===== config.mk =====
export PLATFORM = sky130hd
export DESIGN_NAME = sit_cross
export DESIGN_NICKNAME = d
export VERILOG_FILES = /design/src/rtl/sit_pkg.sv /design/src/rtl/sit_cross.sv
export SDC_FILE = /design/constraint.sdc
export NUM_CORES = 1
export LEC_CHECK = 0
export BUFFER_PORTS_ARGS = -buffer_cell sky130_fd_sc_hd__buf_2
export CORE_AREA = 2 2 169 171
export DETAILED_ROUTE_END_ITERATION = 8
export DIE_AREA = 0 0 171 173
export HOLD_SLACK_MARGIN = 0.1
export PLACE_DENSITY = 0.59
export SLEW_MARGIN = 20
export SYNTH_ARGS = -nofsm -noshare
export SYNTH_HDL_FRONTEND = slang
export SYNTH_SLANG_ARGS = --single-unit

===== constraint.sdc =====
create_clock -name clk -period 3.9 [get_ports clk]
set_input_delay 0.195 -clock clk [delete_from_list [all_inputs] [get_ports clk]]
set_output_delay 0.195 -clock clk [all_outputs]
set_load 0.05 [all_outputs]

===== src/rtl/sit_pkg.sv =====
`timescale 1ns / 1ps
// Shared types, widths and helper functions for the segment intersection test.
// No dependencies; sit_in_if, the stage modules, the top level and the testbench import this package.
package sit_pkg;

  localparam int COORD_BITS = 16;
  localparam int DIFF_BITS  = COORD_BITS + 1;
  localparam int PROD_BITS  = 2 * DIFF_BITS;
  localparam int CROSS_BITS = PROD_BITS + 1;

  typedef logic signed [COORD_BITS-1:0] coord_t;
  typedef logic signed [DIFF_BITS-1:0]  diff_t;
  typedef logic signed [PROD_BITS-1:0]  prod_t;
  typedef logic signed [CROSS_BITS-1:0] cross_t;

  // Endpoints a, b of the first segment and c, d of the second.
  typedef struct packed {
    coord_t ax;
    coord_t ay;
    coord_t bx;
    coord_t by;
    coord_t cx;
    coord_t cy;
    coord_t dx;
    coord_t dy;
  } seg_pair_t;

  typedef struct packed {
    diff_t  rx;
    diff_t  ry;
    diff_t  sx;
    diff_t  sy;
    diff_t  qx;
    diff_t  qy;
    coord_t x_plo;
    coord_t x_phi;
    coord_t x_qlo;
    coord_t x_qhi;
    coord_t y_plo;
    coord_t y_phi;
    coord_t y_qlo;
    coord_t y_qhi;
  } delta_t;

  typedef struct packed {
    prod_t rx_sy;
    prod_t ry_sx;
    prod_t qx_sy;
    prod_t qy_sx;
    prod_t qx_ry;
    prod_t qy_rx;
    logic  ov_x;
    logic  ov_y;
  } prod_set_t;

  typedef struct packed {
    cross_t den;
    cross_t tn;
    cross_t un;
    logic   overlap;
  } cross_set_t;

  typedef struct packed {
    logic segments_meet;
    logic lines_parallel;
  } result_t;

  function automatic diff_t coord_sub(coord_t hi, coord_t lo);
    return diff_t'(hi) - diff_t'(lo);
  endfunction

  // num/den within [0,1] for a nonzero den, without dividing.
  function automatic logic ratio_in_unit(cross_t num, cross_t den);
    logic den_neg;
    logic num_neg;
    logic num_zero;
    den_neg  = den[CROSS_BITS-1];
    num_neg  = num[CROSS_BITS-1];
    num_zero = (num == '0);
    if (den_neg) begin
      return (num_neg || num_zero) && (num >= den);
    end else begin
      return !num_neg && (num <= den);
    end
  endfunction

endpackage


===== src/rtl/sit_cross.sv =====
`timescale 1ns / 1ps
// Stage 3: determinant and the two numerators from the registered products.
// Depends on sit_pkg.
module sit_cross import sit_pkg::*; (
  input  logic       clk,
  input  logic       rst_n,
  input  logic       up_valid,
  output logic       up_ready,
  input  prod_set_t  up_data,
  output logic       dn_valid,
  input  logic       dn_ready,
  output cross_set_t dn_data
);

  logic       valid_r;
  cross_set_t data_r;
  cross_set_t data_nxt;

  assign up_ready = !valid_r || dn_ready;
  assign dn_valid = valid_r;
  assign dn_data  = data_r;

  always_comb begin
    data_nxt.den     = cross_t'(up_data.rx_sy) - cross_t'(up_data.ry_sx);
    data_nxt.tn      = cross_t'(up_data.qx_sy) - cross_t'(up_data.qy_sx);
    data_nxt.un      = cross_t'(up_data.qx_ry) - cross_t'(up_data.qy_rx);
    data_nxt.overlap = up_data.ov_x && up_data.ov_y;
  end

  always_ff @(posedge clk) begin
    if (!rst_n) begin
      valid_r <= 1'b0;
    end else if (up_ready) begin
      valid_r <= up_valid;
    end
  end

  always_ff @(posedge clk) begin
    if (up_ready && up_valid) begin
      data_r <= data_nxt;
    end
  end

endmodule


==> metrics.md, run 1 <==
| Metric | Value |
|---|---|
| Postcts setup bufs | `0` |
| Skew-Pair Late Insertion Delay | `approximately 0.35 ns` |
| Mapped cell area | `just under 0.009 mm2` |
| Die height | `173 um` |
| Post-synth top cells | `inv_1, edfxtp_1, ha_1` |
| Detailed Route WL | `about 25,000 um` |
| Routed vias | `7,837` |
| H-tree Lvls | `3` |
| RSZ-0062 raised after global routing | `false` |
| Yosys reg bits | `about 110` |
| Hold Crit Class | `input pin to register` |
| Hold slack | `around 0.14 ns` |
| Setup TNS | `0 ns` |
| GRT overflow | `0` |
| Number of DRC markers in iteration 0 | `around 420` |
| First-pass GRT wire length | `just under 40,000 um` |
| Clock transition at path regs | `0.08 ns` |
| Maximum root-to-sink buffer count | `2` |
| Remaining antenna violation count after routing | `0` |
| Final Instance Area | `approximately 0.011 mm2` |
| Yosys cell types | `58` |
| PD cells | `roughly 380 mW/mm2` |
| Cell count after synthesis | `927` |
| Final Max Slew Viols | `0` |
| Leakage | `5.40 nW` |
| CP Max Fanout | `4` |
| Fraction of final layout cells sized beyond drive strength 1 | `0.278` |
| Async S/R FF share, synth | `0` |
| I/O Buffers | `roughly 320` |
| Synth Net Count | `approximately 1,200` |
| Slew @ Worst Pin | `roughly 0.88 ns` |
| Fill cells | `between 2,000 and 3,000` |
| Worst EP required | `~4.0 ns` |
| CP Data Arrival Time | `a little under 3 ns` |
| Antenna violations before repair | `3` |
| Final setup viols | `0` |
| Avg Cell Area, Syn | `9.41 um2` |
| Starting density of the core | `0.316` |
| IO Pins | `between 300 and 400` |
| Worst path slowest cell | `fa_1` |
| DRC Markers | `0` |
| Vias in the first global route | `between 7,000 and 8,000` |
| Die width | `171 um` |
| CP Capture Type | `register` |
| Clock sinks | `around 110` |
| Max_cap viols | `0` |
| Post-synth top area cell | `edfxtp_1` |
| Die ar. | `around 0.030 mm2` |
| GPL Wtd Cong | `between 0.8 and 0.9` |
| CP peak stage delay | `approximately 0.4 ns` |
| Worst Skew | `slightly below 0.01 ns` |
| Drt first pass iters | `6` |
| Worst slew margin | `0.415` |
| Post-synth EDFFs | `around 110` |
| Largest net degree at the start of global routing | `61` |
| CTS tree | `done` |
| Number of core rows | `just over 60` |
| Fin. Hold Viols | `0` |
| Post-layout nets | `~1,600` |
| R2R setup slack | `2.02 ns` |
| Root Driver | `clkbuf_16` |
| Final Critical Period | `2.88 ns` |
| Wirelength per Cell | `around 15 um` |
| Ys flop type | `edfxtp_1` |
| DP Wirelength | `approximately 20,000 um` |
| CORE AREA | `0.0276 mm2` |
| Vias per Instance | `4.82` |
| Status | `completed` |
| Yosys Warn Count | `0` |
| Worst-path cell chain | `buf_2, inv_1, ha_1, inv_1, fa_1, a21oi_1, nor3_1, o32ai_2, buf_4, o221ai_1, a21oi_1, o41a_1, o21ai_1, a221oi_1, xnor2_1` |
| Critical path class | `input pin to register` |
| Overall routing resource usage | `0.164` |
| Main area contributors after synthesis | `edfxtp_1, ha_1, inv_1` |
| CP Launch Type | `input pin` |
| Top cell type's share of synthesized area | `0.365` |
| Worst VDD drop | `around 0.18 mV` |
| Cts bufs inserted | `9` |
| Fmax achieved | `around 0.35 GHz` |
| Area Growth Syn to Fin | `26.6%` |
| Fin crit share | `0.738` |
| Seq/Total Area, Yosys | `0.367` |
| Placement Cell Area | `~0.011 mm2` |
| Count leader, synth | `inv_1` |
==> critical path: cells and delay by family <==
kind,cells,cell delay [ns]
compound gates,7,1.57
fa+ha+maj,2,0.60
buf+inv,4,0.39
simple gates,1,0.11
xor+xnor,1,0.10
==> sequential cells by signal, indices dropped and copies added (netlist names) <==
name      count
dn_data     106
dn_valid      1
==> worst paths after layout <==
check | start | to | depth (start not counted)
worst max-delay path | up_data[104] | dn_data[68] | 15
worst min-delay path | up_data[0] | dn_data[0] | 2
worst max register to register | dn_valid | dn_data[34] | 3
worst min register to register | dn_valid | dn_data[82] | 2
==> cell families (layout without fill, tap and decap cells) <==
family	count (synthesis)	after routing	synth area share
AND/OR/NAND/NOR	183	183	0.102
other	0	2	0
adder cells (fa/ha/maj)	105	105	0.153
buffers and inverters	157	476	0.0675
AO/OA/AOI/OAI	282	282	0.216
multiplexers	1	1	0.00115
XOR/XNOR	92	92	0.0924
flip-flops	107	107	0.367
==> where the power goes <==
group	internal, mW	switching, mW	total (mW)
Sequential	1.48	0.0419	1.52
Combinational	0.578	1.17	1.75
Clock	0.439	0.476	0.915
Total	2.50	1.69	4.19
==> cells in the final DEF (no fill, tap or decap), drive strengths merged, types with 3 or more instances in the layout <==
cell,Yosys,layout
a211oi,13,13
a221oi,4,4
o21a,12,12
clkinv,0,3
nand3,17,17
a31oi,11,11
a2111oi,4,4
o21bai,19,19
nand4,18,18
o31ai,8,8
buf,0,319
xnor2,56,56
o21ai,38,38
ha,102,102
and2,5,5
nor2,43,43
nand2b,9,9
a21o,49,49
a21boi,5,5
and3,8,8
a211o,4,4
fa,3,3
xor2,36,36
nor3,8,8
inv,139,141
edfxtp,106,106
or3,5,5
nor2b,12,12
nand2,50,50
o221ai,4,4
a21oi,85,85
o211ai,5,5
o22ai,5,5
clkbuf,18,9
==> repair_timing <==
item / CTS / global route
hold endpoints to repair: 1 / 0
gates resized for setup: 0 / 0
hold buffers: 2 / 0
==> metrics by stage <==
stage / util / total power [mW] / worst slack, ns / instances
floorplan: - / 2.84 / 0.949 / 927
global placement: 0.389 / 3.29 / 0.698 / 1606
detailed placement: 0.389 / 3.30 / 0.617 / 1606
CTS: 0.400 / 4.23 / 0.994 / 1624
global route: 0.400 / 4.42 / 0.752 / 1626
finish: 0.400 / 4.19 / 1.02 / 1626
==> per-layer routing <==
| layer | wire length, um | part of all wire | global-route usage | up-vias |
|---|---|---|---|---|
| met1 | 11000 | 0.45 | 0.211 | 3617 |
| met2 | 11800 | 0.48 | 0.279 | 239 |
| met5 | 12 | 0.00049 | 0 | - |
| li1 | - | - | - | 3957 |
| met3 | 1440 | 0.059 | 0.0286 | 22 |
| met4 | 380 | 0.015 | 0.0480 | 2 |
==> area by class of cell <==
class | count | area (um2) | share of cell area
Multi-Input combinational cell | 663 | 4930 | 0.447
Sequential cell | 107 | 3200 | 0.290
Timing Repair Buffer | 321 | 1630 | 0.148
Inverter | 139 | 522 | 0.0472
Tap cell | 378 | 473 | 0.0428
Clock buffer | 9 | 225 | 0.0204
Clock inverter | 7 | 51.3 | 0.00464
Antenna cell | 2 | 5.00 | 0.000453
(Power assumes the default switching activity.)
==> run 2, diff against run 1 <==
ABC_AREA = 1   (was default)
CORE_AREA = 2 2 187 189   (was 2 2 169 171)
DIE_AREA = 0 0 189 191   (was 0 0 171 173)
PLACE_DENSITY = 0.57   (was 0.59)
clock period = 3 ns   (was 3.9 ns; I/O delays follow)
==> run 2 against run 1 <==
Against the previous run: area after synthesis grew 23%; cell count rose by 50%; sequential power rose by 30%; largest power group unchanged.
==> metrics.md, run 2 <==
| Metric | Value |
|---|---|
| Fin. Hold Viols | `0` |
| Worst Skew | `0.00765 ns` |
| CTS tree | `done` |
| Max_cap viols | `0` |
| Setup TNS | `0 ns` |
| Largest register FFs | `~110` |
| Wirelength per Cell | `between 10 and 15 um` |
| Top cell type's share of synthesized area | `0.296` |
| Die height | `191 um` |
| Fill cells | `3,746` |
| Post-synth EDFFs | `about 110` |
| Logic pwr share | `0.446` |
| Fmax achieved | `a little under 0.6 GHz` |
| Drt first pass iters | `5` |
| Cell count after synthesis | `1,655` |
| Remaining antenna violation count after routing | `0` |
| N_diodes | `0` |
| RSZ-0062 raised after global routing | `false` |
| Commonest non-fill, non-tap cells in the layout | `nand2_1, inv_1, buf_2` |
| Die ar. | `around 0.036 mm2` |
| Overall routing resource usage | `0.191` |
| Area Growth Syn to Fin | `23.3%` |
| Final worst slack | `~1.3 ns` |
| Post-synth top area cell | `edfxtp_1` |
| Main area contributors after synthesis | `edfxtp_1, nand2_1, inv_1` |
| Number of DRC markers in iteration 0 | `between 500 and 600` |
| GPL Wtd Cong | `~0.92` |
| Post-synth top cells | `nand2_1, inv_1, nor2_1` |
| Layout Utilization | `0.389` |
| Sw frac | `0.439` |
| Hold Crit Class | `input pin to register` |
| Fraction of final layout cells sized beyond drive strength 1 | `0.186` |
| Post-layout nets | `between 2,000 and 2,500` |
| CP Max Fanout | `4` |
| Detailed Route WL | `roughly 35,000 um` |
| CP Launch Type | `input pin` |
| Final setup viols | `0` |
| Vias per Instance | `roughly 4.6` |
| Multi-input logic area | `between 0.006 and 0.007 mm2` |
| DP Wirelength | `slightly below 30,000 um` |
| Yosys Warn Count | `0` |
| Final Critical Period | `around 1.7 ns` |
| Clock transition at path regs | `0.08 ns` |
| CORE AREA | `0.0341 mm2` |
| CP Capture Type | `register` |
| DRC Markers | `0` |
| Routed vias | `approximately 11,000` |
| CTS resizes | `0` |
| Pint | `~3.2 mW` |
| Yosys reg bits | `between 100 and 150` |
| CP Data Arrival Time | `between 1.5 and 2 ns` |
| Mapped cell area | `between 0.01 and 0.015 mm2` |
| Clock sinks | `107` |
| Async S/R FF share, synth | `0` |
| Vias in the first global route | `10,900` |
| Synth Net Count | `between 1,500 and 2,000` |
| Leakage | `around 7.6 nW` |
| Maximum root-to-sink buffer count | `2` |
| Clock Power Share | `0.210` |
| Seq pwr share | `0.344` |
| Ys flop type | `edfxtp_1` |
| Critical path class | `input pin to register` |
| Final Max Slew Viols | `0` |
| Slew @ Worst Pin | `roughly 0.38 ns` |
| Skew-Pair Late Insertion Delay | `0.36 ns` |
| Seq/Total Area, Yosys | `0.298` |
| First-pass GRT wire length | `about 54,000 um` |
| Avg Cell Area, Syn | `6.50 um2` |
| Number of core rows | `68` |
| I/O Buffers | `~320` |
| Sw power | `approximately 2.5 mW` |
| Root Driver | `clkbuf_16` |
| Die width | `roughly 190 um` |
| IO Pins | `318` |
| Worst EP required | `approximately 3.1 ns` |
| Antenna violations before repair | `0` |
| Largest net degree at the start of global routing | `60` |
| Fin crit share | `0.568` |
| Post-placement setup slack | `~0.93 ns` |
| Yosys cell types | `24` |
| Cts bufs inserted | `9` |
| PD cells | `between 400 and 500 mW/mm2` |
| Worst VDD drop | `~0.26 mV` |
| GRT overflow | `0` |
| Starting density of the core | `0.315` |
| Worst slew margin | `0.743` |
| Count leader, synth | `nand2_1` |
| H-tree Lvls | `3` |
| Status | `completed` |
| Leading cell type in the layout, fill and taps excluded | `nand2_1` |
| Sequential cell area | `roughly 0.0032 mm2` |
==> run 2: cell count changes after synthesis, moves of 15 or more <==
cell,delta
nand2_1,+490
inv_1,+228
nor2_1,+120
xnor2_1,-54
nand3_1,+53
a21o_1,-48
a21oi_1,+24
nand2_2,+23
clkbuf_1,-18
nor3_1,+15
o21ai_0,+15
==> run 2: layout make-up <==
cell class,count,area share
clock buffers,9,0.0170
inverters,367,0.104
multi-input cells,1181,0.467
flip-flops and latches,107,0.241
clock inverters,6,0.00368
repair buffers,322,0.125
well taps,455,0.0429
==> run 2: cell families after synthesis <==
group / after synthesis / synth area share
AND/OR/NAND/NOR: 846 / 0.321
buffers and inverters: 367 / 0.128
AO/OA/AOI/OAI: 179 / 0.0879
flip-flops: 107 / 0.298
adder cells (fa/ha/maj): 105 / 0.124
XOR/XNOR: 51 / 0.0415
==> run 2: metrics by stage <==
| step | instance area (um2) | hold slack, ns | instances | total power [mW] |
|---|---|---|---|---|
| 6_report | 13300 | 0.106 | 2447 | 5.72 |
| 5_1_grt | 13300 | 0.145 | 2447 | 6.11 |
| 4_1_cts | 13300 | 0.103 | 2447 | 5.78 |
| 3_5_place_dp | 13000 | 0.466 | 2429 | 4.55 |
| 3_3_place_gp | 13000 | 0.454 | 2429 | 4.55 |
| 2_1_floorplan | 10800 | 0.304 | 1655 | 3.80 |
==> run 2: worst paths after layout <==
check,start,endpoint,slack [ns],cells past startpoint
hold / removal,up_data[1],dn_data[0],0.11,3
setup reg to reg,dn_valid,dn_data[79],1.54,2
setup / recovery,up_data[104],dn_data[68],1.30,15
hold reg to reg,dn_valid,dn_data[64],0.71,1
==> run 2: critical path, stage by stage <==
cell     delay (ns)
buf_2          0.09
inv_1          0.04
ha_1           0.14
inv_1          0.07
fa_1           0.44
nand3_1        0.12
nand3_2        0.12
nand2_1        0.09
nand2_1        0.11
nand2_1        0.10
nand2_2        0.09
nand2_1        0.10
nand2_1        0.06
nand2_1        0.06
nand2_1        0.05
==> run 2: repair_timing <==
item,4_1_cts,5_1_grt
setup buffers,0,0
endpoints found under the hold margin,2,0
hold buffers,3,0
==> run 2: routing by layer <==
layer | routed length, um | vias up | share of wire | GRT usage
met3 | 2400 | 25 | 0.069 | 0.0334
met5 | 0 | - | 0 | 0
li1 | - | 5824 | - | -
met2 | 15500 | 375 | 0.45 | 0.324
met4 | 469 | 0 | 0.014 | 0.0445
met1 | 16200 | 4964 | 0.47 | 0.252
==> run 2: power by group through the flow <==
stage	Combinational (mW)	Clock (mW)	Sequential (mW)
floorplan	1.17	0	2.63
global placement	2.54	0	2.00
detailed placement	2.55	0	2.00
CTS	2.56	1.25	1.97
global route	2.81	1.31	1.99
finish	2.55	1.20	1.97
