<file path="src/rtl/sit_pkg.sv">
`timescale 1ns / 1ps
// Shared types, widths and helper functions for the segment intersection test.
// No dependencies; sit_in_if, the stage modules, the top level and the testbench import this package.
package sit_pkg;

  localparam int COORD_BITS = 16;
  localparam int DIFF_BITS  = COORD_BITS + 1;
  localparam int PROD_BITS  = 2 * DIFF_BITS;
  localparam int CROSS_BITS = PROD_BITS + 1;

  typedef logic signed [COORD_BITS-1:0] coord_t;
  typedef logic signed [DIFF_BITS-1:0]  diff_t;
  typedef logic signed [PROD_BITS-1:0]  prod_t;
  typedef logic signed [CROSS_BITS-1:0] cross_t;

  // Endpoints a, b of the first segment and c, d of the second.
  typedef struct packed {
    coord_t ax;
    coord_t ay;
    coord_t bx;
    coord_t by;
    coord_t cx;
    coord_t cy;
    coord_t dx;
    coord_t dy;
  } seg_pair_t;

  typedef struct packed {
    diff_t  rx;
    diff_t  ry;
    diff_t  sx;
    diff_t  sy;
    diff_t  qx;
    diff_t  qy;
    coord_t x_plo;
    coord_t x_phi;
    coord_t x_qlo;
    coord_t x_qhi;
    coord_t y_plo;
    coord_t y_phi;
    coord_t y_qlo;
    coord_t y_qhi;
  } delta_t;

  typedef struct packed {
    prod_t rx_sy;
    prod_t ry_sx;
    prod_t qx_sy;
    prod_t qy_sx;
    prod_t qx_ry;
    prod_t qy_rx;
    logic  ov_x;
    logic  ov_y;
  } prod_set_t;

  typedef struct packed {
    cross_t den;
    cross_t tn;
    cross_t un;
    logic   overlap;
  } cross_set_t;

  typedef struct packed {
    logic segments_meet;
    logic lines_parallel;
  } result_t;

  function automatic diff_t coord_sub(coord_t hi, coord_t lo);
    return diff_t'(hi) - diff_t'(lo);
  endfunction

  // num/den within [0,1] for a nonzero den, without dividing.
  function automatic logic ratio_in_unit(cross_t num, cross_t den);
    logic den_neg;
    logic num_neg;
    logic num_zero;
    den_neg  = den[CROSS_BITS-1];
    num_neg  = num[CROSS_BITS-1];
    num_zero = (num == '0);
    if (den_neg) begin
      return (num_neg || num_zero) && (num >= den);
    end else begin
      return !num_neg && (num <= den);
    end
  endfunction

endpackage

</file>
<file path="src/rtl/sit_judge.sv">
`timescale 1ns / 1ps
// Stage 4: decide meet/parallel and hold the result in the output register.
// Depends on sit_pkg.
module sit_judge import sit_pkg::*; (
  input  logic       clk,
  input  logic       rst_n,
  input  logic       up_valid,
  output logic       up_ready,
  input  cross_set_t up_data,
  output logic       dn_valid,
  input  logic       dn_ready,
  output result_t    dn_data
);

  logic    valid_r;
  result_t data_r;
  result_t data_nxt;
  logic    par;
  logic    collinear;

  assign up_ready = !valid_r || dn_ready;
  assign dn_valid = valid_r;
  assign dn_data  = data_r;

  // r x q and s x q are the negated numerators, so zero numerators mean collinear
  assign par       = (up_data.den == '0);
  assign collinear = (up_data.tn == '0) && (up_data.un == '0);

  always_comb begin
    data_nxt.lines_parallel = par;
    if (par) begin
      data_nxt.segments_meet = collinear && up_data.overlap;
    end else begin
      data_nxt.segments_meet = ratio_in_unit(up_data.tn, up_data.den) &&
                               ratio_in_unit(up_data.un, up_data.den);
    end
  end

  always_ff @(posedge clk) begin
    if (!rst_n) begin
      valid_r <= 1'b0;
    end else if (up_ready) begin
      valid_r <= up_valid;
    end
  end

  always_ff @(posedge clk) begin
    if (up_ready && up_valid) begin
      data_r <= data_nxt;
    end
  end

endmodule

</file>
<file path="config.mk">
export PLATFORM = sky130hd
export DESIGN_NAME = sit_judge
export DESIGN_NICKNAME = d
export VERILOG_FILES = /design/src/rtl/sit_pkg.sv /design/src/rtl/sit_judge.sv
export SDC_FILE = /design/constraint.sdc
export NUM_CORES = 1
export LEC_CHECK = 0
export BUFFER_PORTS_ARGS = -buffer_cell sky130_fd_sc_hd__buf_4
export CORE_MARGIN = 3
export CORE_UTILIZATION = 42
export DETAILED_ROUTE_END_ITERATION = 16
export MAX_ROUTING_LAYER = met4
export PLACE_DENSITY = 0.75
export SLEW_MARGIN = 20
export SYNTH_ARGS = -nofsm -noshare
export SYNTH_HDL_FRONTEND = slang
export SYNTH_SLANG_ARGS = --single-unit
</file>
<file path="constraint.sdc">
create_clock -name clk -period 1.8 [get_ports clk]
set_input_delay 0.09 -clock clk [delete_from_list [all_inputs] [get_ports clk]]
set_output_delay 0.09 -clock clk [all_outputs]
set_load 0.02 [all_outputs]
</file>
==> impl_metrics.csv, run 1 <==
group,metric,value,unit
status,status,"complete, but fails checks",
status,violations,"setup timing",
die,initial_utilization,43.9,%
die,fp.coreArea,4750,sq um
place,hpwl,7570,um
global_routing,grt-ovfl-total,0,
global_routing,grt_pass1_vias,3203,
logic_synthesis,synth_seq_area_share,3.84,%
setup_path,critPathLaunchType,"input pin",
pwr,leakagePower,2.00,nW
pwr,powerDensity,301,nW/um^2
detailed_routing,drtIter0Drc,185,
logic_synthesis,yosys.area.top_type,"ha_1",
clocking,cts_htree_levels,1,
setup_path,critical_path_class,"in2reg",
timing,skew,5.84,ps
die,dieWidth,76.5,um
logic_synthesis,synthSimpleGateAreaFrac,28.1,%
layout,synthToLayoutAreaGrowth,87.4,%
layout,fill_cells,310,
logic_synthesis,yosys_most_used_dff,"edfxtp_1",
detailed_routing,ant_nets,0,
layout,ff_latch_area,80.1,sq um
run,maxCapViolCount,0,
layout,final_nets,650,
global_routing,grt_max_degree,6,
pwr,peakVddDrop,172,uV
setup_path,arrival,1820,ps
logic_synthesis,synth_xor_area_share,0.839,%
timing,timing_hold_violations_final,0,
timing,fmax,538,MHz
clocking,tritoncts,"yes",
logic_synthesis,synth_edf_count,2,
detailed_routing,drtPass1Iterations,7,
timing,worst_slew_margin_rel,70.8,%
logic_synthesis,syn_inst,278,
logic_synthesis,synth_fa_ha_area_share,42.0,%
clocking,clk_pin_slew_worst_paths,30,ps
clocking,cts_buffers,3,
setup_path,critical_path_required,1760,ps
die,row_count,25,
timing,period_share,103,%
clocking,holdBufCountCts,0,
timing,rsz0062_at_grt,"true",
global_routing,grtUsageTotal,31.4,%
timing,fin_ws,-59.9,ps
clocking,worstSkewPairLatency,220,ps
logic_synthesis,avgSynthCellArea,7.51,sq um
place,gp_congestion,0.878,
setup_path,cp_max_fo,2,
logic_synthesis,syn_area,2090,sq um
layout,drive_above_1_share,48.2,%
detailed_routing,num_vias,3044,
detailed_routing,wl_per_cell,16.8,um
detailed_routing,drc_errors,0,
clocking,clock_path_buffers,2,
logic_synthesis,synth_commonest_cells,"ha_1, inv_1, a21oi_1",
layout,diodes,0,
die,ios,114,
layout,final_area,3910,sq um
logic_synthesis,synth_area_leaders,"ha_1, nor4_1, inv_1, a21oi_1, nand4_1",
timing,setup_violations,1,
die,die_h,76.5,um
timing,finalMaxSlewViolations,0,
logic_synthesis,async_flop_share,0,%
place,numPortBuffers,113,
hold_path,hp-class,"in2reg",
global_routing,grt_pass1_wl,14700,um
clocking,clock-sinks,3,
timing,worstMarginPinSlew,434,ps
logic_synthesis,synth_top_area_share,42.0,%
logic_synthesis,synth_mux_area_share,0.480,%
logic_synthesis,ys_ff_latch,3,
logic_synthesis,synth.most_common_cell,"ha_1",
logic_synthesis,synthDistinctLibCells,40,
timing,hold_ws,147,ps
pwr,power,1.18,mW
logic_synthesis,synth_compound_area_share,17.9,%
detailed_routing,via_per_inst,5.68,
layout,multi_input_area,2100,sq um
die,die_area,5850,sq um
place,placed_area,3650,sq um
clocking,ctsRootBufferMaster,"clkbuf_8",
logic_synthesis,ys_warn_count,0,
logic_synthesis,synth_nets,458,
setup_path,crit_path_end_kind,"flip-flop",
logic_synthesis,synth_top_family_by_area,"adder cells",
detailed_routing,wl,9030,um
timing,period_minus_slack,1860,ps
global_routing,grt_antenna_before_repair,0,
## final timing paths
path                            slack [ps]  cells after the start          to   startpoint
worst max-delay path                   -60                      9  dn_data[1]  up_data[66]
worst min-delay path                   150                      2    dn_valid        rst_n
worst max register to register         900                      2  dn_data[0]     dn_valid
worst min register to register         550                      2    dn_valid     dn_valid
## metal layers
| metal | vias to the layer above | part of all wire [%] | track usage [%] |
|---|---|---|---|
| met3 | 40 | 6.5 | 4.14 |
| met1 | 1377 | 40 | 35.3 |
| met2 | 153 | 49 | 56.5 |
| met5 | - | 0 | - |
| met4 | 0 | 4.2 | 11.2 |
| li1 | 1474 | - | - |
## placed cells by master (no fill, tap or decap), types with 3 or more instances in the layout
cell	synthesis	final
o21ai_0	8	6
nor2_1	5	5
nor3_1	11	9
a21o_1	6	6
clkbuf_8	0	3
nand2_1	14	14
buf_6	0	5
ha_4	0	8
nand3_1	16	15
buf_4	0	181
nor4_1	26	24
inv_1	38	33
a21oi_1	27	24
nand4_1	18	18
a21oi_2	0	3
ha_1	70	61
## final cells by class
| class | instances | share of cell area (%) |
|---|---|---|
| inverter | 38 | 4.35 |
| multi-input combinational | 237 | 53.6 |
| timing repair buffer | 187 | 36.7 |
| sequential | 3 | 2.05 |
| clock buffer | 4 | 1.15 |
| tap | 67 | 2.14 |
## flip-flops by register name, indices dropped and copies added, names as in the netlist
| name | count |
|---|---|
| dn_data | 2 |
| dn_valid | 1 |
## where the power goes
| part | internal [mW] | switching, mW |
|---|---|---|
| Clock | 0.151 | 0.0470 |
| Sequential | 0.0788 | 0.00188 |
| Combinational | 0.493 | 0.406 |
| Total | 0.723 | 0.454 |
## worst max-delay path: stages
cell	delay, ps
buf_6	110
ha_4	240
and2_4	160
a221o_1	360
a221oi_4	300
mux2i_1	250
a31oi_1	80
o311ai_2	110
a22oi_2	120
## repair_timing
| item | CTS | global route |
|---|---|---|
| pin swaps | 16 | 3 |
| hold endpoints to repair | 0 | 0 |
| setup endpoints to repair | 1 | 1 |
| gates resized for setup | 33 | 5 |
| setup buffers | 2 | 0 |
## cell families (layout without fill, tap and decap cells)
logic type | after synthesis | count (layout)
buffers and inverters | 38 | 229
XOR/XNOR | 2 | 2
multiplexers | 1 | 1
AO/OA/AOI/OAI | 59 | 59
AND/OR/NAND/NOR | 105 | 105
adder cells (fa/ha/maj) | 70 | 70
flip-flops | 3 | 3
## through the flow
| stage | util [%] | TNS, ps | setup slack, ps | instances |
|---|---|---|---|---|
| 2_1_floorplan | - | -3.74 | -3.74 | 278 |
| 3_3_place_gp | 76.7 | -323 | -323 | 531 |
| 3_5_place_dp | 76.7 | -355 | -355 | 531 |
| 4_1_cts | 81.7 | 0 | 1.01 | 536 |
| 5_1_grt | 82.3 | -126 | -126 | 536 |
| 6_report | 82.3 | -59.9 | -59.9 | 536 |
(Power assumes the default switching activity.)
==> inputs of run 2 (changes only) <==
--- a/config.mk
+++ b/config.mk
@@ -6,7 +6,8 @@
 export NUM_CORES = 1
 export LEC_CHECK = 0
 export BUFFER_PORTS_ARGS = -buffer_cell sky130_fd_sc_hd__buf_4
-export CORE_MARGIN = 3
+export CORE_ASPECT_RATIO = 0.8
+export CORE_MARGIN = 1.5
 export CORE_UTILIZATION = 42
 export DETAILED_ROUTE_END_ITERATION = 16
 export MAX_ROUTING_LAYER = met4
==> run 2 against run 1 <==
Compared with the run above:
- the flow still finishes with violations (setup timing)
- critical path depth is 2 higher
- largest cell class unchanged
- largest power group unchanged
- first-iteration DRC count is 18% higher
- clock skew is 4.8 ps lower
- global-route usage is 4.6 points higher
- highest routed layer unchanged
- critical endpoint unchanged
==> impl_metrics.csv, run 2 (synthesis gave the netlist of run 1 again) <==
group,metric,value,unit
timing,fin_ws,-194,ps
global_routing,grtUsageTotal,36.0,%
global_routing,grt_pass1_wl,14500,um
place,placed_area,3680,sq um
layout,final_core_util,86.7,%
detailed_routing,wl,10500,um
setup_path,critical_path_class,"in2reg",
layout,diodes,0,
setup_path,critical_path_required,1740,ps
global_routing,grt_pass1_vias,3183,
layout,final_cells,536,
timing,skew,1.04,ps
clocking,holdBufCountCts,0,
layout,final_cell_mix,"buf_4, ha_1, inv_1",
die,die_h,66.1,um
run,maxCapViolCount,0,
setup_path,worst_path_most_repeated_cell,"buf_4",
clocking,cts_htree_levels,1,
die,ios,114,
place,dp_slack,-351,ps
detailed_routing,drtPass1Iterations,5,
pwr,powerDensity,311,nW/um^2
clocking,worstSkewPairLatency,210,ps
setup_path,crit_path_end_kind,"flip-flop",
hold_path,hp-class,"in2reg",
detailed_routing,drtIter0Drc,218,
layout,final_nets,657,
die,dieWidth,81.8,um
setup_path,cp_cell_sequence,"buf_4 -> inv_2 -> buf_4 -> ha_1 -> nand4_1 -> buf_4 -> a2bb2oi_4 -> a31oi_1 -> or3_1 -> nand3_2 -> a22oi_2",
clocking,cts_buffers,3,
timing,worst_slew_margin_rel,54.2,%
detailed_routing,wl_per_cell,19.6,um
layout,synthToLayoutAreaGrowth,94.4,%
clocking,tritoncts,"yes",
setup_path,cp_max_fo,3,
global_routing,grt_antenna_before_repair,0,
clocking,clock_path_buffers,2,
timing,rsz0062_at_grt,"true",
timing,worstMarginPinSlew,680,ps
timing,hold_ws,139,ps
detailed_routing,num_vias,3309,
layout,final_area,4060,sq um
layout,largest_register_ff_count,2,
timing,finalMaxSlewViolations,0,
timing,fmax,501,MHz
detailed_routing,ant_nets,0,
setup_path,critPathLaunchType,"input pin",
detailed_routing,drc_errors,0,
die,fp.coreArea,4680,sq um
global_routing,grt_max_degree,6,
timing,setup_violations,1,
clocking,clock-sinks,3,
die,row_count,22,
setup_path,cpMaxStageDelayCell,"or3_1",
clocking,clk_pin_slew_worst_paths,30,ps
status,violations,"setup timing",
detailed_routing,via_per_inst,6.17,
timing,timing_hold_violations_final,0,
layout,drive_above_1_share,51.7,%
place,numPortBuffers,113,
timing,period_minus_slack,1990,ps
place,placed_cells,529,
setup_path,arrival,1940,ps
timing,period_share,111,%
place,gp_congestion,0.892,
pwr,peakVddDrop,188,uV
place,hpwl,7720,um
pwr,leakagePower,2.04,nW
die,die_area,5400,sq um
clocking,ctsRootBufferMaster,"clkbuf_8",
setup_path,max_stage_delay,370,ps
layout,layout_commonest_cell,"buf_4",
status,status,"complete, but fails checks",
global_routing,grt-ovfl-total,0,
die,initial_utilization,44.6,%
run 2: area by class of cell:
cell class                      instances  area, sq um
Multi-Input combinational cell        237         2210
Timing Repair Buffer                  194         1480
Inverter                               38          170
Clock buffer                            4         45.0
Sequential cell                         3         80.1
Tap cell                               60         75.1
Fill cell                             249          623
run 2: metal layers:
metal  GRT usage [%]  routed length, um  vias up
li1                -                  -     1483
met1            43.8               4170     1528
met5               -                  0        -
met3            1.66               1030       60
met4            11.0                532        0
met2            63.6               4780      238
run 2: power breakdown:
group | total (mW) | internal (mW) | switching [mW]
Sequential | 0.0809 | 0.0788 | 0.00206
Clock | 0.198 | 0.151 | 0.0466
Combinational | 0.982 | 0.524 | 0.458
run 2: metrics by stage:
| step | total power, mW | setup TNS [ps] |
|---|---|---|
| 2_1_floorplan | 0.418 | -3.74 |
| 3_3_place_gp | 0.877 | -344 |
| 3_5_place_dp | 0.908 | -351 |
| 4_1_cts | 1.15 | -68.2 |
| 5_1_grt | 1.33 | -204 |
| 6_report | 1.26 | -194 |
run 2: critical path, delay by kind of cell:
| kind | cells | cell delay, ps |
|---|---|---|
| fa+ha+maj | 1 | 230 |
| compound gates | 3 | 330 |
| simple gates | 3 | 710 |
| buf+inv | 4 | 550 |
run 2: path summary, 6_finish.rpt:
kind	startpoint	end	slack, ps	depth (start not counted)
setup / recovery	up_data[97]	dn_data[1]	-190	11
hold / removal	up_valid	dn_valid	140	3
setup reg to reg	dn_valid	dn_data[1]	890	2
hold reg to reg	dn_valid	dn_valid	550	2
run 2: timing repair:
item,CTS,global route
setup buffers,2,1
gates resized for setup,24,25
endpoints found under the setup margin,1,1
pin swaps,15,16
==> inputs of run 3 (changes only) <==
--- a/config.mk
+++ b/config.mk
@@ -12,6 +12,7 @@
 export DETAILED_ROUTE_END_ITERATION = 16
 export MAX_ROUTING_LAYER = met4
 export PLACE_DENSITY = 0.75
+export SKIP_CTS_REPAIR_TIMING = 1
 export SLEW_MARGIN = 20
 export SYNTH_ARGS = -nofsm -noshare
 export SYNTH_HDL_FRONTEND = slang
==> run 3 against run 2 <==
Compared with the run above:
- the run still ends with setup timing left
- fmax grew 1.4%
- final cell count shrank 0.37%
- die area is the same
- core utilization shrank 4.3 points
- first-iteration DRC count shrank 14%
==> impl_metrics.csv, run 3 (synthesis gave the netlist of run 1 again) <==
group,metric,value,unit
pwr,power,1.17,mW
layout,final_core_util,82.4,%
setup_path,critical_path_class,"in2reg",
global_routing,grt_pass1_wl,13600,um
detailed_routing,wl,9220,um
place,dp_slack,-351,ps
hold_path,min_from,"rst_n",
die,fp.coreArea,4680,sq um
setup_path,worst-r2r-setup-slack,920,ps
pwr,peakVddDrop,186,uV
status,violations,"setup timing",
layout,diodes,0,
detailed_routing,ant_nets,0,
clocking,clk_pin_slew_worst_paths,30,ps
timing,rsz0062_at_grt,"true",
global_routing,grt_max_degree,6,
layout,largest_register_ff_count,2,
global_routing,grt_antenna_before_repair,0,
global_routing,gr-max-usage-layer,"met2",
status,status,"complete, but fails checks",
global_routing,grtUsageTotal,33.6,%
clocking,ctsRootBufferMaster,"clkbuf_8",
clocking,cts_buffers,3,
die,initial_utilization,44.6,%
layout,synthToLayoutAreaGrowth,84.7,%
die,die_h,66.1,um
pwr,clock_power_share,16.9,%
clocking,tritoncts,"yes",
layout,multi_input_area,2020,sq um
detailed_routing,via_per_inst,5.76,
clocking,cts_htree_levels,1,
pwr,powerDensity,304,nW/um^2
timing,fin_ws,-167,ps
layout,final_cell_mix,"buf_4, ha_1, inv_1",
place,gp_congestion,0.892,
setup_path,worst_r2r_endpoint,"dn_data[1]",
setup_path,cp_max_fo,2,
layout,ff_latch_area,80.1,sq um
global_routing,grtUsageMet1,40.8,%
layout,final_nets,655,
timing,worst_slew_margin_rel,69.6,%
pwr,intPower,0.720,mW
timing,period_share,109,%
place,hpwl,7720,um
timing,setup_violations,1,
clocking,clock-sinks,3,
clocking,clock_path_buffers,2,
layout,layout_commonest_cell,"buf_4",
run,maxCapViolCount,0,
pwr,power_frac_seq,6.9,%
detailed_routing,drc_errors,0,
timing,worstMarginPinSlew,452,ps
timing,fmax,508,MHz
pwr,switchingPower,0.453,mW
global_routing,use_met3,3.72,%
detailed_routing,drtPass1Iterations,4,
clocking,worstSkewPairLatency,220,ps
timing,finalMaxSlewViolations,0,
timing,skew,2.93,ps
pwr,p_comb_share,76.2,%
detailed_routing,num_vias,3077,
detailed_routing,wl_per_cell,17.3,um
setup_path,critPathLaunchType,"input pin",
hold_path,hp-class,"in2reg",
pwr,netSwitchingFraction,38.6,%
setup_path,arrival,2030,ps
die,die_area,5400,sq um
place,numPortBuffers,113,
timing,timing_hold_violations_final,0,
setup_path,reg2regPathDepth,2,
setup_path,crit_path_end_kind,"flip-flop",
die,dieWidth,81.8,um
layout,fill_cells,319,
global_routing,grtUsageMet2,58.8,%
setup_path,rr_startpoint,"dn_valid",
hold_path,hold_end,"dn_valid",
setup_path,critical_path_required,1860,ps
global_routing,grt-ovfl-total,0,
pwr,leakagePower,1.99,nW
detailed_routing,drtIter0Drc,187,
timing,period_minus_slack,1970,ps
hold_path,hold_path_depth,2,
layout,drive_above_1_share,47.0,%
die,ios,114,
global_routing,grt_pass1_vias,3052,
die,row_count,22,
-- run 3: worst max path at each step --
| stage | start | end | slack (ps) | cells past startpoint |
|---|---|---|---|---|
| finish | up_data[93] | dn_data[1] | -170 | 10 |
| global route | up_data[96] | dn_data[1] | -230 | 12 |
| CTS | up_data[103] | dn_data[1] | -180 | 10 |
| detailed placement | up_data[99] | dn_data[1] | -350 | 11 |
| global placement | up_data[103] | dn_data[1] | -340 | 11 |
| floorplan | up_data[99] | dn_data[1] | -4 | 9 |
-- run 3: per-stage QoR --
step	hold slack [ps]	setup TNS [ps]	instance area, sq um	cells
floorplan	229	-3.74	2170	278
global placement	353	-344	3680	529
detailed placement	358	-351	3680	529
CTS	137	-181	3720	533
global route	140	-230	3850	534
finish	133	-167	3850	534
-- run 3: cell type report --
class / count / area share, %
clock buffer: 4 / 1.17
inverter: 38 / 4.41
tap: 60 / 1.95
timing repair buffer: 192 / 38.0
multi-input combinational: 237 / 52.4
sequential: 3 / 2.08
-- run 3: power groups by stage --
| stage | registers [mW] | clock network [mW] | logic, mW |
|---|---|---|---|
| after floorplan | 0.0867 | 0 | 0.331 |
| after global placement | 0.0815 | 0 | 0.795 |
| after detailed placement | 0.0816 | 0 | 0.827 |
| after CTS | 0.0807 | 0.197 | 0.834 |
| after global routing | 0.0814 | 0.201 | 0.968 |
| final | 0.0808 | 0.199 | 0.893 |
-- run 3: per-layer routing --
metal,part of all wire [%],vias to the layer above
met5,0,-
met4,2.9,0
met3,7.5,28
met2,47,160
met1,43,1411
li1,-,1478
-- run 3: worst max-delay path, cell delays in order --
cell and delay (ps):
buf_4 90, inv_1 70, ha_4 280, nand4_1 140, or2_1 300, nor4_2 320, buf_4 160, nor4b_2 260
a311oi_2 100, a22oi_2 210
