[config.mk]
export PLATFORM = sky130hd
export DESIGN_NAME = sit_delta
export DESIGN_NICKNAME = d
export VERILOG_FILES = /design/src/rtl/sit_pkg.sv /design/src/rtl/sit_delta.sv
export SDC_FILE = /design/constraint.sdc
export NUM_CORES = 1
export LEC_CHECK = 0
export ABC_AREA = 0
export BUFFER_PORTS_ARGS = -buffer_cell sky130_fd_sc_hd__buf_4
export CAP_MARGIN = 20
export CORE_ASPECT_RATIO = 1.5
export CORE_MARGIN = 2
export CORE_UTILIZATION = 40
export DETAILED_ROUTE_END_ITERATION = 12
export PLACE_DENSITY = 0.74
export SLEW_MARGIN = 25
export SYNTH_ARGS = -nofsm -noshare
export SYNTH_HDL_FRONTEND = slang
export SYNTH_SLANG_ARGS = --single-unit
[constraint.sdc]
create_clock -name clk -period 11.56 [get_ports clk]
set_input_delay 3.468 -clock clk [delete_from_list [all_inputs] [get_ports clk]]
set_output_delay 3.468 -clock clk [all_outputs]
set_load 0.05 [all_outputs]
[src/rtl/sit_pkg.sv]
`timescale 1ns / 1ps
// Shared types, widths and helper functions for the segment intersection test.
// No dependencies; sit_in_if, the stage modules, the top level and the testbench import this package.
package sit_pkg;

  localparam int COORD_BITS = 16;
  localparam int DIFF_BITS  = COORD_BITS + 1;
  localparam int PROD_BITS  = 2 * DIFF_BITS;
  localparam int CROSS_BITS = PROD_BITS + 1;

  typedef logic signed [COORD_BITS-1:0] coord_t;
  typedef logic signed [DIFF_BITS-1:0]  diff_t;
  typedef logic signed [PROD_BITS-1:0]  prod_t;
  typedef logic signed [CROSS_BITS-1:0] cross_t;

  // Endpoints a, b of the first segment and c, d of the second.
  typedef struct packed {
    coord_t ax;
    coord_t ay;
    coord_t bx;
    coord_t by;
    coord_t cx;
    coord_t cy;
    coord_t dx;
    coord_t dy;
  } seg_pair_t;

  typedef struct packed {
    diff_t  rx;
    diff_t  ry;
    diff_t  sx;
    diff_t  sy;
    diff_t  qx;
    diff_t  qy;
    coord_t x_plo;
    coord_t x_phi;
    coord_t x_qlo;
    coord_t x_qhi;
    coord_t y_plo;
    coord_t y_phi;
    coord_t y_qlo;
    coord_t y_qhi;
  } delta_t;

  typedef struct packed {
    prod_t rx_sy;
    prod_t ry_sx;
    prod_t qx_sy;
    prod_t qy_sx;
    prod_t qx_ry;
    prod_t qy_rx;
    logic  ov_x;
    logic  ov_y;
  } prod_set_t;

  typedef struct packed {
    cross_t den;
    cross_t tn;
    cross_t un;
    logic   overlap;
  } cross_set_t;

  typedef struct packed {
    logic segments_meet;
    logic lines_parallel;
  } result_t;

  function automatic diff_t coord_sub(coord_t hi, coord_t lo);
    return diff_t'(hi) - diff_t'(lo);
  endfunction

  // num/den within [0,1] for a nonzero den, without dividing.
  function automatic logic ratio_in_unit(cross_t num, cross_t den);
    logic den_neg;
    logic num_neg;
    logic num_zero;
    den_neg  = den[CROSS_BITS-1];
    num_neg  = num[CROSS_BITS-1];
    num_zero = (num == '0);
    if (den_neg) begin
      return (num_neg || num_zero) && (num >= den);
    end else begin
      return !num_neg && (num <= den);
    end
  endfunction

endpackage

[src/rtl/sit_delta.sv]
`timescale 1ns / 1ps
// Stage 1: edge vectors r, s, q and ordered x/y interval ends.
// Depends on sit_pkg.
module sit_delta import sit_pkg::*; (
  input  logic      clk,
  input  logic      rst_n,
  input  logic      up_valid,
  output logic      up_ready,
  input  seg_pair_t up_data,
  output logic      dn_valid,
  input  logic      dn_ready,
  output delta_t    dn_data
);

  logic   valid_r;
  delta_t data_r;
  delta_t data_nxt;

  assign up_ready = !valid_r || dn_ready;
  assign dn_valid = valid_r;
  assign dn_data  = data_r;

  always_comb begin
    data_nxt.rx    = coord_sub(up_data.bx, up_data.ax);
    data_nxt.ry    = coord_sub(up_data.by, up_data.ay);
    data_nxt.sx    = coord_sub(up_data.dx, up_data.cx);
    data_nxt.sy    = coord_sub(up_data.dy, up_data.cy);
    data_nxt.qx    = coord_sub(up_data.cx, up_data.ax);
    data_nxt.qy    = coord_sub(up_data.cy, up_data.ay);
    data_nxt.x_plo = (up_data.ax < up_data.bx) ? up_data.ax : up_data.bx;
    data_nxt.x_phi = (up_data.ax < up_data.bx) ? up_data.bx : up_data.ax;
    data_nxt.x_qlo = (up_data.cx < up_data.dx) ? up_data.cx : up_data.dx;
    data_nxt.x_qhi = (up_data.cx < up_data.dx) ? up_data.dx : up_data.cx;
    data_nxt.y_plo = (up_data.ay < up_data.by) ? up_data.ay : up_data.by;
    data_nxt.y_phi = (up_data.ay < up_data.by) ? up_data.by : up_data.ay;
    data_nxt.y_qlo = (up_data.cy < up_data.dy) ? up_data.cy : up_data.dy;
    data_nxt.y_qhi = (up_data.cy < up_data.dy) ? up_data.dy : up_data.cy;
  end

  always_ff @(posedge clk) begin
    if (!rst_n) begin
      valid_r <= 1'b0;
    end else if (up_ready) begin
      valid_r <= up_valid;
    end
  end

  always_ff @(posedge clk) begin
    if (up_ready && up_valid) begin
      data_r <= data_nxt;
    end
  end

endmodule

==> results of run 1 <==
-- sequential cells by signal, indices dropped and copies added (netlist names) --
register	count
dn_data	230
dn_valid	1
-- path summary, 6_finish.rpt --
path / from / cells after the start / to / slack (ns)
setup reg to reg: dn_valid / 4 / dn_data[40] / 8.93
hold reg to reg: dn_valid / 2 / dn_valid / 0.56
hold / removal: dn_valid / 2 / dn_valid / 0.56
setup / recovery: dn_ready / 3 / up_ready / 4.15
-- per-layer routing --
layer  routed length [um]  global-route usage
met1                13100               0.205
met2                21200               0.419
met3                 3520              0.0604
met4                 2220               0.117
met5                    0                   0
-- critical path, stage by stage --
cell and delay, ns:
sky130_fd_sc_hd__buf_4 0.11, sky130_fd_sc_hd__nand2b_1 0.16, sky130_fd_sc_hd__buf_4 0.20
-- power by group --
part           leakage, nW  switching, mW  total [mW]  internal (mW)
sequential            2.23         0.0281        1.08           1.05
clock                0.369          0.340       0.761          0.421
combinational         4.86          0.607       0.931          0.324
-- synthesized netlist by cell type, types with 7 or more instances --
cell | number | area [um2]
sky130_fd_sc_hd__a21o_1 | 22 | 165
sky130_fd_sc_hd__a21oi_1 | 83 | 415
sky130_fd_sc_hd__a31oi_1 | 9 | 56.3
sky130_fd_sc_hd__and2_1 | 10 | 62.6
sky130_fd_sc_hd__edfxtp_1 | 230 | 6910
sky130_fd_sc_hd__ha_1 | 100 | 1250
sky130_fd_sc_hd__inv_1 | 91 | 342
sky130_fd_sc_hd__mux2_2 | 86 | 968
sky130_fd_sc_hd__mux2_4 | 26 | 390
sky130_fd_sc_hd__mux2i_1 | 12 | 120
sky130_fd_sc_hd__nand2_1 | 31 | 116
sky130_fd_sc_hd__nand2b_1 | 17 | 106
sky130_fd_sc_hd__nand3_1 | 15 | 75.1
sky130_fd_sc_hd__nand4_1 | 14 | 87.6
sky130_fd_sc_hd__nor2_1 | 47 | 176
sky130_fd_sc_hd__nor2b_1 | 21 | 131
sky130_fd_sc_hd__nor3_1 | 21 | 105
sky130_fd_sc_hd__o211ai_1 | 7 | 52.6
sky130_fd_sc_hd__o21a_1 | 16 | 120
sky130_fd_sc_hd__o21ai_0 | 32 | 160
sky130_fd_sc_hd__o31a_1 | 8 | 70.1
sky130_fd_sc_hd__or2_2 | 7 | 43.8
sky130_fd_sc_hd__xnor2_1 | 51 | 447
sky130_fd_sc_hd__xor2_1 | 19 | 166
-- final cells by class --
cell class	instances	area, um2	area share
clock buffer	35	693	0.0395
clock inverter	11	75.1	0.00428
inverter	92	345	0.0197
sequential	231	6930	0.395
multi-input combinational	748	6170	0.352
tap	420	526	0.0300
timing repair buffer	371	2790	0.159
-- cells by family (layout without fill, tap and decap cells) --
kind of cell	after synthesis	count (layout)
compound gates	234	234
xor+xnor	70	70
fa+ha+maj	106	106
buf+inv	108	509
flops	231	231
mux	126	126
simple gates	212	212
==> flow_summary.toml, run 1 <==
[cells_and_area]
number_of_diodes_added_for_antenna_fixing = 0
syn2layout_area_growth_pct = 29.4
layoutNonFillerInstCount = 1908
layout-drive-gt1-share = 0.360
fillerInstances = 2874
finish.instance_area_mm2 = 0.0175
post-route-util = 0.524
layout.cells.most_common = "sky130_fd_sc_hd__buf_4"
final_cell_mix = "sky130_fd_sc_hd__buf_4, sky130_fd_sc_hd__edfxtp_1, sky130_fd_sc_hd__ha_1"
final_nets = 1707

[sta]
timing.slew.headroom = 0.345
hold_viol = 0
fin_worst_hold_slack_ns = 0.556
finalSetupViolCount = 0
final.setup_skew_ns = 0.0144
timing_max_transition_violations_final = 0
tightest_slew_ns = 0.970
rsz0062_at_grt = "false"
final.setup.tns_ns = 0
period_utilization = 0.641
worst_slack_ns = 4.15
min_period_ns = 7.41
max_clock_freq_mhz = 135

[synthesis]
asyncSetResetFlopFracSynth = 0
synth-seq-cells = 231
synth_seq_area_share = 0.511
area_fraction_in_compound_gates_after_synthesis = 0.114
yosys.cell_types.count = 73
synth-xor-area-share = 0.0453
postSynthCellCount = 1087
yosys_most_used_dff = "sky130_fd_sc_hd__edfxtp_1"
synth-warning-count = 0
syn_area_mm2 = 0.0135
synthesis.area_per_instance_um2 = 12.5
synth_top_family_by_area = "compound AO/OA/AOI/OAI gates"
synth-adder-area-share = 0.101
synth_nets = 1325
synth_simple_gate_area_share = 0.0839
muxShareOfSynthArea = 0.111
synth_enable_flop_cells = 230

[clock_network]
cts.htree.levels = 1
ctsRootBufferMaster = "sky130_fd_sc_hd__clkbuf_16"
clk-insertion-delay-late_ns = 0.54
ctsLongestPathBuffers = 3
cts_repair_resize_count = 0
post_cts.repair.setup_buffers = 0
cts_inserted_buffers = 25
tritoncts_clock_tree = "built"
hold_buffers = 0
clkSlewWorstSetupHoldPaths_ns = 0.06
cts_num_sinks = 231

[worst_setup_path]
critical_path.startpoint_type = "input pin"
critical_path_class = "input pin to primary output"
crit_arrival_ns = 3.94
crit_required_ns = 8.09
worst-path-max-fanout = 3
critical_path.endpoint_type = "primary output"

[detailed_routing]
ant_nets = 0
drt-wirelength-per-cell_um = 21.0
drcViolationCount = 0
drt_pre_antenna_iters = 4
drt_iter0_markers = 402
vias = 10400
finalWirelength_mm = 40.0
route.detailed.vias_per_inst = 5.45

[place]
placed_cells = 1862
portBuffers = 363
detailed_place_hpwl_mm = 32.0
preCtsSetupSlack_ns = 4.15
post_dp_cell_area_mm2 = 0.0168
routabilityCongestion = 0.960

[worst_hold_path]
hp-class = "register to register"

[floorplanning]
number_of_rows_created_at_floorplan = 82
io-pin-count = 364
die_w_um = 154
chipHeight_um = 229
core-area_mm2 = 0.0334
die_area_mm2 = 0.0354
initial_utilization = 0.405

[global_route]
grt_start_max_net_pins = 77
grt_pass1_wl_mm = 59.6
gr-usage-all-layers = 0.218
vias_in_the_first_global_route = 10900
number_of_antenna_violations_at_the_first_check_in_global_routing = 0
globalRoute.totalOverflow = 0

[power_and_ir_drop]
vdd_ir_drop_max_v = 0.000117
static-leakage-power_nw = 7.46
power_density_mw_per_mm2 = 158
report.power.total_mw = 2.77

[outcome]
status = "complete, no violations"

[flow_run]
maxCapViolations = 0
Note: power is estimated with default switching activity, not from simulation.
==> run 2: changes to the inputs <==
--- a/config.mk
+++ b/config.mk
@@ -12,7 +12,7 @@
 export CORE_MARGIN = 2
 export CORE_UTILIZATION = 40
 export DETAILED_ROUTE_END_ITERATION = 12
-export PLACE_DENSITY = 0.74
+export PLACE_DENSITY = 0.76
 export SLEW_MARGIN = 25
 export SYNTH_ARGS = -nofsm -noshare
 export SYNTH_HDL_FRONTEND = slang
==> constraint.sdc (replaced) <==
create_clock -name clk -period 6.8 [get_ports clk]
set_input_delay 2.04 -clock clk [delete_from_list [all_inputs] [get_ports clk]]
set_output_delay 2.04 -clock clk [all_outputs]
set_load 0.05 [all_outputs]
==> flow_summary.toml, run 2 (synthesized netlist as in run 1, its figures left out) <==
[detailed_routing]
drt_pre_antenna_iters = 5
drt-wirelength-per-cell_um = 21.2
vias = 10400
ant_nets = 0
route.detailed.vias_per_inst = 5.44
drcViolationCount = 0
drt_iter0_markers = 462
finalWirelength_mm = 40.4

[sta]
period_utilization = 0.688
timing.slew.headroom = 0.389
finalSetupViolCount = 0
rsz0062_at_grt = "false"
hold_viol = 0
final.setup_skew_ns = 0.00946
max_clock_freq_mhz = 214
final.setup.tns_ns = 0
tightest_slew_ns = 0.904
timing_max_transition_violations_final = 0
min_period_ns = 4.68

[cells_and_area]
final_nets = 1706
syn2layout_area_growth_pct = 30.3
post-route-util = 0.528
layout.cells.most_common = "sky130_fd_sc_hd__buf_4"
layout-drive-gt1-share = 0.362
largest_register_ff_count = 230
final_cell_mix = "sky130_fd_sc_hd__buf_4, sky130_fd_sc_hd__edfxtp_1, sky130_fd_sc_hd__ha_1"

[worst_setup_path]
timing.critical_path.mode_cell = "sky130_fd_sc_hd__buf_4"
slowest_stage = "sky130_fd_sc_hd__a31oi_1"
path_delay_family = "compound AO/OA/AOI/OAI gates"
critical_path_buf_inv_count = 3
worst-path-max-fanout = 30
critical_path_class = "input pin to register"
critical-path-max-stage-delay_ns = 0.52
critical_path.startpoint_type = "input pin"
crit_path_cell_trace = "buf_4, inv_1, ha_1, nor2b_1, a21oi_1, a221o_1, a31oi_1, a41o_1, buf_4, mux2_2"
crit_arrival_ns = 4.96
critical_path.endpoint_type = "register"
crit_required_ns = 7.08

[global_route]
globalRoute.totalOverflow = 0
grt_pass1_wl_mm = 60.7
vias_in_the_first_global_route = 10900
grt_start_max_net_pins = 90
gr-usage-all-layers = 0.223
number_of_antenna_violations_at_the_first_check_in_global_routing = 1

[floorplanning]
die_w_um = 154
initial_utilization = 0.405
die_area_mm2 = 0.0354
number_of_rows_created_at_floorplan = 82
io-pin-count = 364
core-area_mm2 = 0.0334
chipHeight_um = 229

[clock_network]
ctsLongestPathBuffers = 3
cts_num_sinks = 231
cts_inserted_buffers = 24
cts.htree.levels = 1
clk-insertion-delay-late_ns = 0.53
hold_buffers = 0
post_cts.repair.setup_buffers = 0
tritoncts_clock_tree = "built"
ctsRootBufferMaster = "sky130_fd_sc_hd__clkbuf_16"
clkSlewWorstSetupHoldPaths_ns = 0.06
cts_repair_resize_count = 0

[place]
routabilityCongestion = 0.953
detailed_place_hpwl_mm = 32.6
portBuffers = 363

[outcome]
status = "complete, no violations"

[power_and_ir_drop]
power_density_mw_per_mm2 = 275
vdd_ir_drop_max_v = 0.000239
static-leakage-power_nw = 7.51

[worst_hold_path]
hp-class = "register to register"

[flow_run]
maxCapViolations = 0
run 2: power breakdown:
part | total [mW] | internal (mW) | switching [mW]
combinational | 1.59 | 0.554 | 1.04
sequential | 1.83 | 1.78 | 0.0511
clock | 1.44 | 0.860 | 0.580
run 2: area by class of cell:
class | instances | area (um2)
multi-input combinational | 748 | 6170
tap | 420 | 526
clock buffer | 27 | 633
clock inverter | 17 | 216
timing repair buffer | 371 | 2830
inverter | 92 | 345
sequential | 231 | 6930
antenna | 1 | 2.50
fill | 2847 | 15800
run 2: tightest hold or removal path: cells and delay by family, from the launching register on:
family | cells | cell delay, ns
AND/OR/NAND/NOR | 1 | 0.11
AO/OA/AOI/OAI | 1 | 0.09
flip-flops | 1 | 0.31
run 2: through the flow:
step	instance area, um2	std cells	setup slack (ns)	hold WS, ns	total power [mW]
floorplan	13500	1087	0.927	1.15	2.95
finish	17700	1907	2.12	0.559	4.86
CTS	17600	1905	2.04	0.553	4.90
global placement	16800	1861	1.57	0.530	3.42
global route	17700	1907	1.88	0.582	5.04
detailed placement	16800	1861	1.47	0.542	3.45
run 2: per-layer routing:
metal | track usage | vias up | wire length, um
met2 | 0.439 | 454 | 22000
met3 | 0.0617 | 87 | 3550
met5 | 0 | - | 0
li1 | - | 4898 | -
met1 | 0.206 | 4931 | 12900
met4 | 0.107 | 0 | 2020
run 2: worst paths after layout:
kind | slack [ns] | from | end | cells past startpoint
worst max register to register | 4.75 | dn_valid | dn_data[216] | 4
worst max-delay path | 2.12 | up_data[127] | dn_data[124] | 10
worst min-delay path | 0.56 | dn_valid | dn_valid | 2
worst min register to register | 0.56 | dn_valid | dn_valid | 2
==> run 3: changes to the inputs <==
--- a/config.mk
+++ b/config.mk
@@ -5,14 +5,14 @@
 export SDC_FILE = /design/constraint.sdc
 export NUM_CORES = 1
 export LEC_CHECK = 0
-export ABC_AREA = 0
+export ABC_AREA = 1
 export BUFFER_PORTS_ARGS = -buffer_cell sky130_fd_sc_hd__buf_4
 export CAP_MARGIN = 20
 export CORE_ASPECT_RATIO = 1.5
 export CORE_MARGIN = 2
 export CORE_UTILIZATION = 40
 export DETAILED_ROUTE_END_ITERATION = 12
-export PLACE_DENSITY = 0.76
+export PLACE_DENSITY = 0.75
 export SLEW_MARGIN = 25
 export SYNTH_ARGS = -nofsm -noshare
 export SYNTH_HDL_FRONTEND = slang
==> constraint.sdc (replaced) <==
create_clock -name clk -period 3.85 [get_ports clk]
set_input_delay 1.155 -clock clk [delete_from_list [all_inputs] [get_ports clk]]
set_output_delay 1.155 -clock clk [all_outputs]
set_load 0.05 [all_outputs]
==> flow_summary.toml, run 3 <==
[synthesis]
synth_nets = 1885
asyncSetResetFlopFracSynth = 0
synth_common_cells = "sky130_fd_sc_hd__nand2_1, sky130_fd_sc_hd__edfxtp_1, sky130_fd_sc_hd__nand3_1, sky130_fd_sc_hd__inv_1, sky130_fd_sc_hd__ha_1"
synth-warning-count = 0
postSynthCellCount = 1647
yosys_most_used_dff = "sky130_fd_sc_hd__edfxtp_1"
synth.top_cells.by_area = "sky130_fd_sc_hd__edfxtp_1, sky130_fd_sc_hd__nand2_1, sky130_fd_sc_hd__ha_1"
synthesis.area_per_instance_um2 = 8.75
yosys.cell_types.count = 33
syn_area_mm2 = 0.0144
synth_top_cell_by_area = "sky130_fd_sc_hd__edfxtp_1"
synth_seq_area_share = 0.481
synth_largest_type_area_fraction = 0.479
post-synth-top-count-cell = "sky130_fd_sc_hd__nand2_1"
synth_enable_flop_cells = 230
synth-seq-cells = 231

[clock_network]
hold_buffers = 0
tritoncts_clock_tree = "built"
cts.htree.levels = 1
ctsLongestPathBuffers = 3
cts_inserted_buffers = 25
clk-insertion-delay-late_ns = 0.54
cts_repair_resize_count = 0
post_cts.repair.setup_buffers = 0
clkSlewWorstSetupHoldPaths_ns = 0.06
ctsRootBufferMaster = "sky130_fd_sc_hd__clkbuf_16"
cts_num_sinks = 231

[outcome]
status = "complete, no violations"

[global_route]
grt_start_max_net_pins = 87
number_of_antenna_violations_at_the_first_check_in_global_routing = 2
globalRoute.totalOverflow = 0
grt_pass1_wl_mm = 70.9
gr-usage-all-layers = 0.243
vias_in_the_first_global_route = 13000

[floorplanning]
die_area_mm2 = 0.0376
initial_utilization = 0.403
number_of_rows_created_at_floorplan = 85
chipHeight_um = 236
die_w_um = 159
io-pin-count = 364
core-area_mm2 = 0.0357

[sta]
final.setup_skew_ns = 0.00982
period_utilization = 0.757
timing_max_transition_violations_final = 0
min_period_ns = 2.92
worst_slack_ns = 0.935
final.setup.tns_ns = 0
timing.slew.headroom = 0.569
rsz0062_at_grt = "false"
hold_viol = 0
fin_worst_hold_slack_ns = 0.574
max_clock_freq_mhz = 343
finalSetupViolCount = 0
tightest_slew_ns = 0.645

[cells_and_area]
final_nets = 2252
layoutNonFillerInstCount = 2510
largest_register_ff_count = 230
finish.instance_area_mm2 = 0.0184
layout.cells.most_common = "sky130_fd_sc_hd__nand2_1"
post-route-util = 0.514
syn2layout_area_growth_pct = 27.4
final_cell_mix = "sky130_fd_sc_hd__nand2_1, sky130_fd_sc_hd__buf_4, sky130_fd_sc_hd__edfxtp_1"
layout-drive-gt1-share = 0.221

[detailed_routing]
drcViolationCount = 0
vias = 13100
ant_nets = 0
drt_iter0_markers = 823
drt_pre_antenna_iters = 6
drt-wirelength-per-cell_um = 18.8
finalWirelength_mm = 47.2
route.detailed.vias_per_inst = 5.21

[power_and_ir_drop]
power_density_mw_per_mm2 = 465
static-leakage-power_nw = 8.97
report.power.total_mw = 8.54
p_sw_frac = 0.374
p_clk_frac = 0.274
sequentialPowerShare = 0.383
combPwrFrac = 0.344
internal-power_mw = 5.35
vdd_ir_drop_max_v = 0.000311
netSwitchingPower_mw = 3.19

[worst_setup_path]
critical_path.startpoint_type = "input pin"
critical_path_class = "input pin to register"
worst-path-max-fanout = 34
critical_path.endpoint_type = "register"
worst_r2r_path_depth = 2
crit_required_ns = 4.14
crit_arrival_ns = 3.21

[place]
detailed_place_hpwl_mm = 37.9
post_dp_cell_area_mm2 = 0.0176
portBuffers = 363
routabilityCongestion = 1.00
placed_cells = 2465
preCtsSetupSlack_ns = 0.400

[flow_run]
maxCapViolations = 0

[worst_hold_path]
hp-class = "register to register"
worstHoldPathCells = 2
==> run 3: layout make-up <==
cell class / count / area [um2]
fillers: 3285 / 17400
flip-flops and latches: 231 / 6930
multi-input cells: 1203 / 6530
repair buffers: 376 / 2860
inverters: 177 / 677
clock buffers: 30 / 644
well taps: 478 / 598
clock inverters: 13 / 123
diodes: 2 / 5.00
==> run 3: final timing paths <==
check | slack [ns] | end | from
setup / recovery | 0.93 | dn_data[104] | up_data[120]
hold / removal | 0.57 | dn_valid | dn_valid
setup reg to reg | 2.05 | dn_data[31] | dn_valid
hold reg to reg | 0.57 | dn_valid | dn_valid
==> run 3: cell families after synthesis <==
kind of cell / after synthesis / share of synthesized area
compound gates: 161 / 0.0615
xor+xnor: 60 / 0.0365
fa+ha+maj: 106 / 0.0952
buf+inv: 213 / 0.0669
flops: 231 / 0.481
simple gates: 876 / 0.259
==> run 3: per-layer routing <==
layer	part of all wire	global-route usage	routed length, um	vias to the layer above
met5	0	0	0	-
met4	0.056	0.134	2650	0
met3	0.076	0.0476	3580	133
met2	0.52	0.452	24600	616
met1	0.35	0.256	16400	6054
li1	-	-	-	6262
==> run 3: critical path, cell delays in order <==
cell,delay [ns]
sky130_fd_sc_hd__buf_4,0.11
sky130_fd_sc_hd__inv_1,0.07
sky130_fd_sc_hd__ha_1,0.35
sky130_fd_sc_hd__nand2_1,0.14
sky130_fd_sc_hd__nor2_1,0.16
sky130_fd_sc_hd__nand3_1,0.11
sky130_fd_sc_hd__nand3_2,0.14
sky130_fd_sc_hd__nand2_2,0.10
sky130_fd_sc_hd__nand2_4,0.32
sky130_fd_sc_hd__nand2_4,0.30
sky130_fd_sc_hd__nand2_1,0.14
sky130_fd_sc_hd__nand2_1,0.06
==> run 3: power groups by stage <==
stage          Sequential [mW]  Combinational (mW)  Clock [mW]
2_1_floorplan             4.26                1.07           0
3_3_place_gp              3.32                2.90           0
3_5_place_dp              3.32                2.92           0
4_1_cts                   3.27                2.93        2.38
5_1_grt                   3.29                3.14        2.45
6_report                  3.27                2.94        2.34
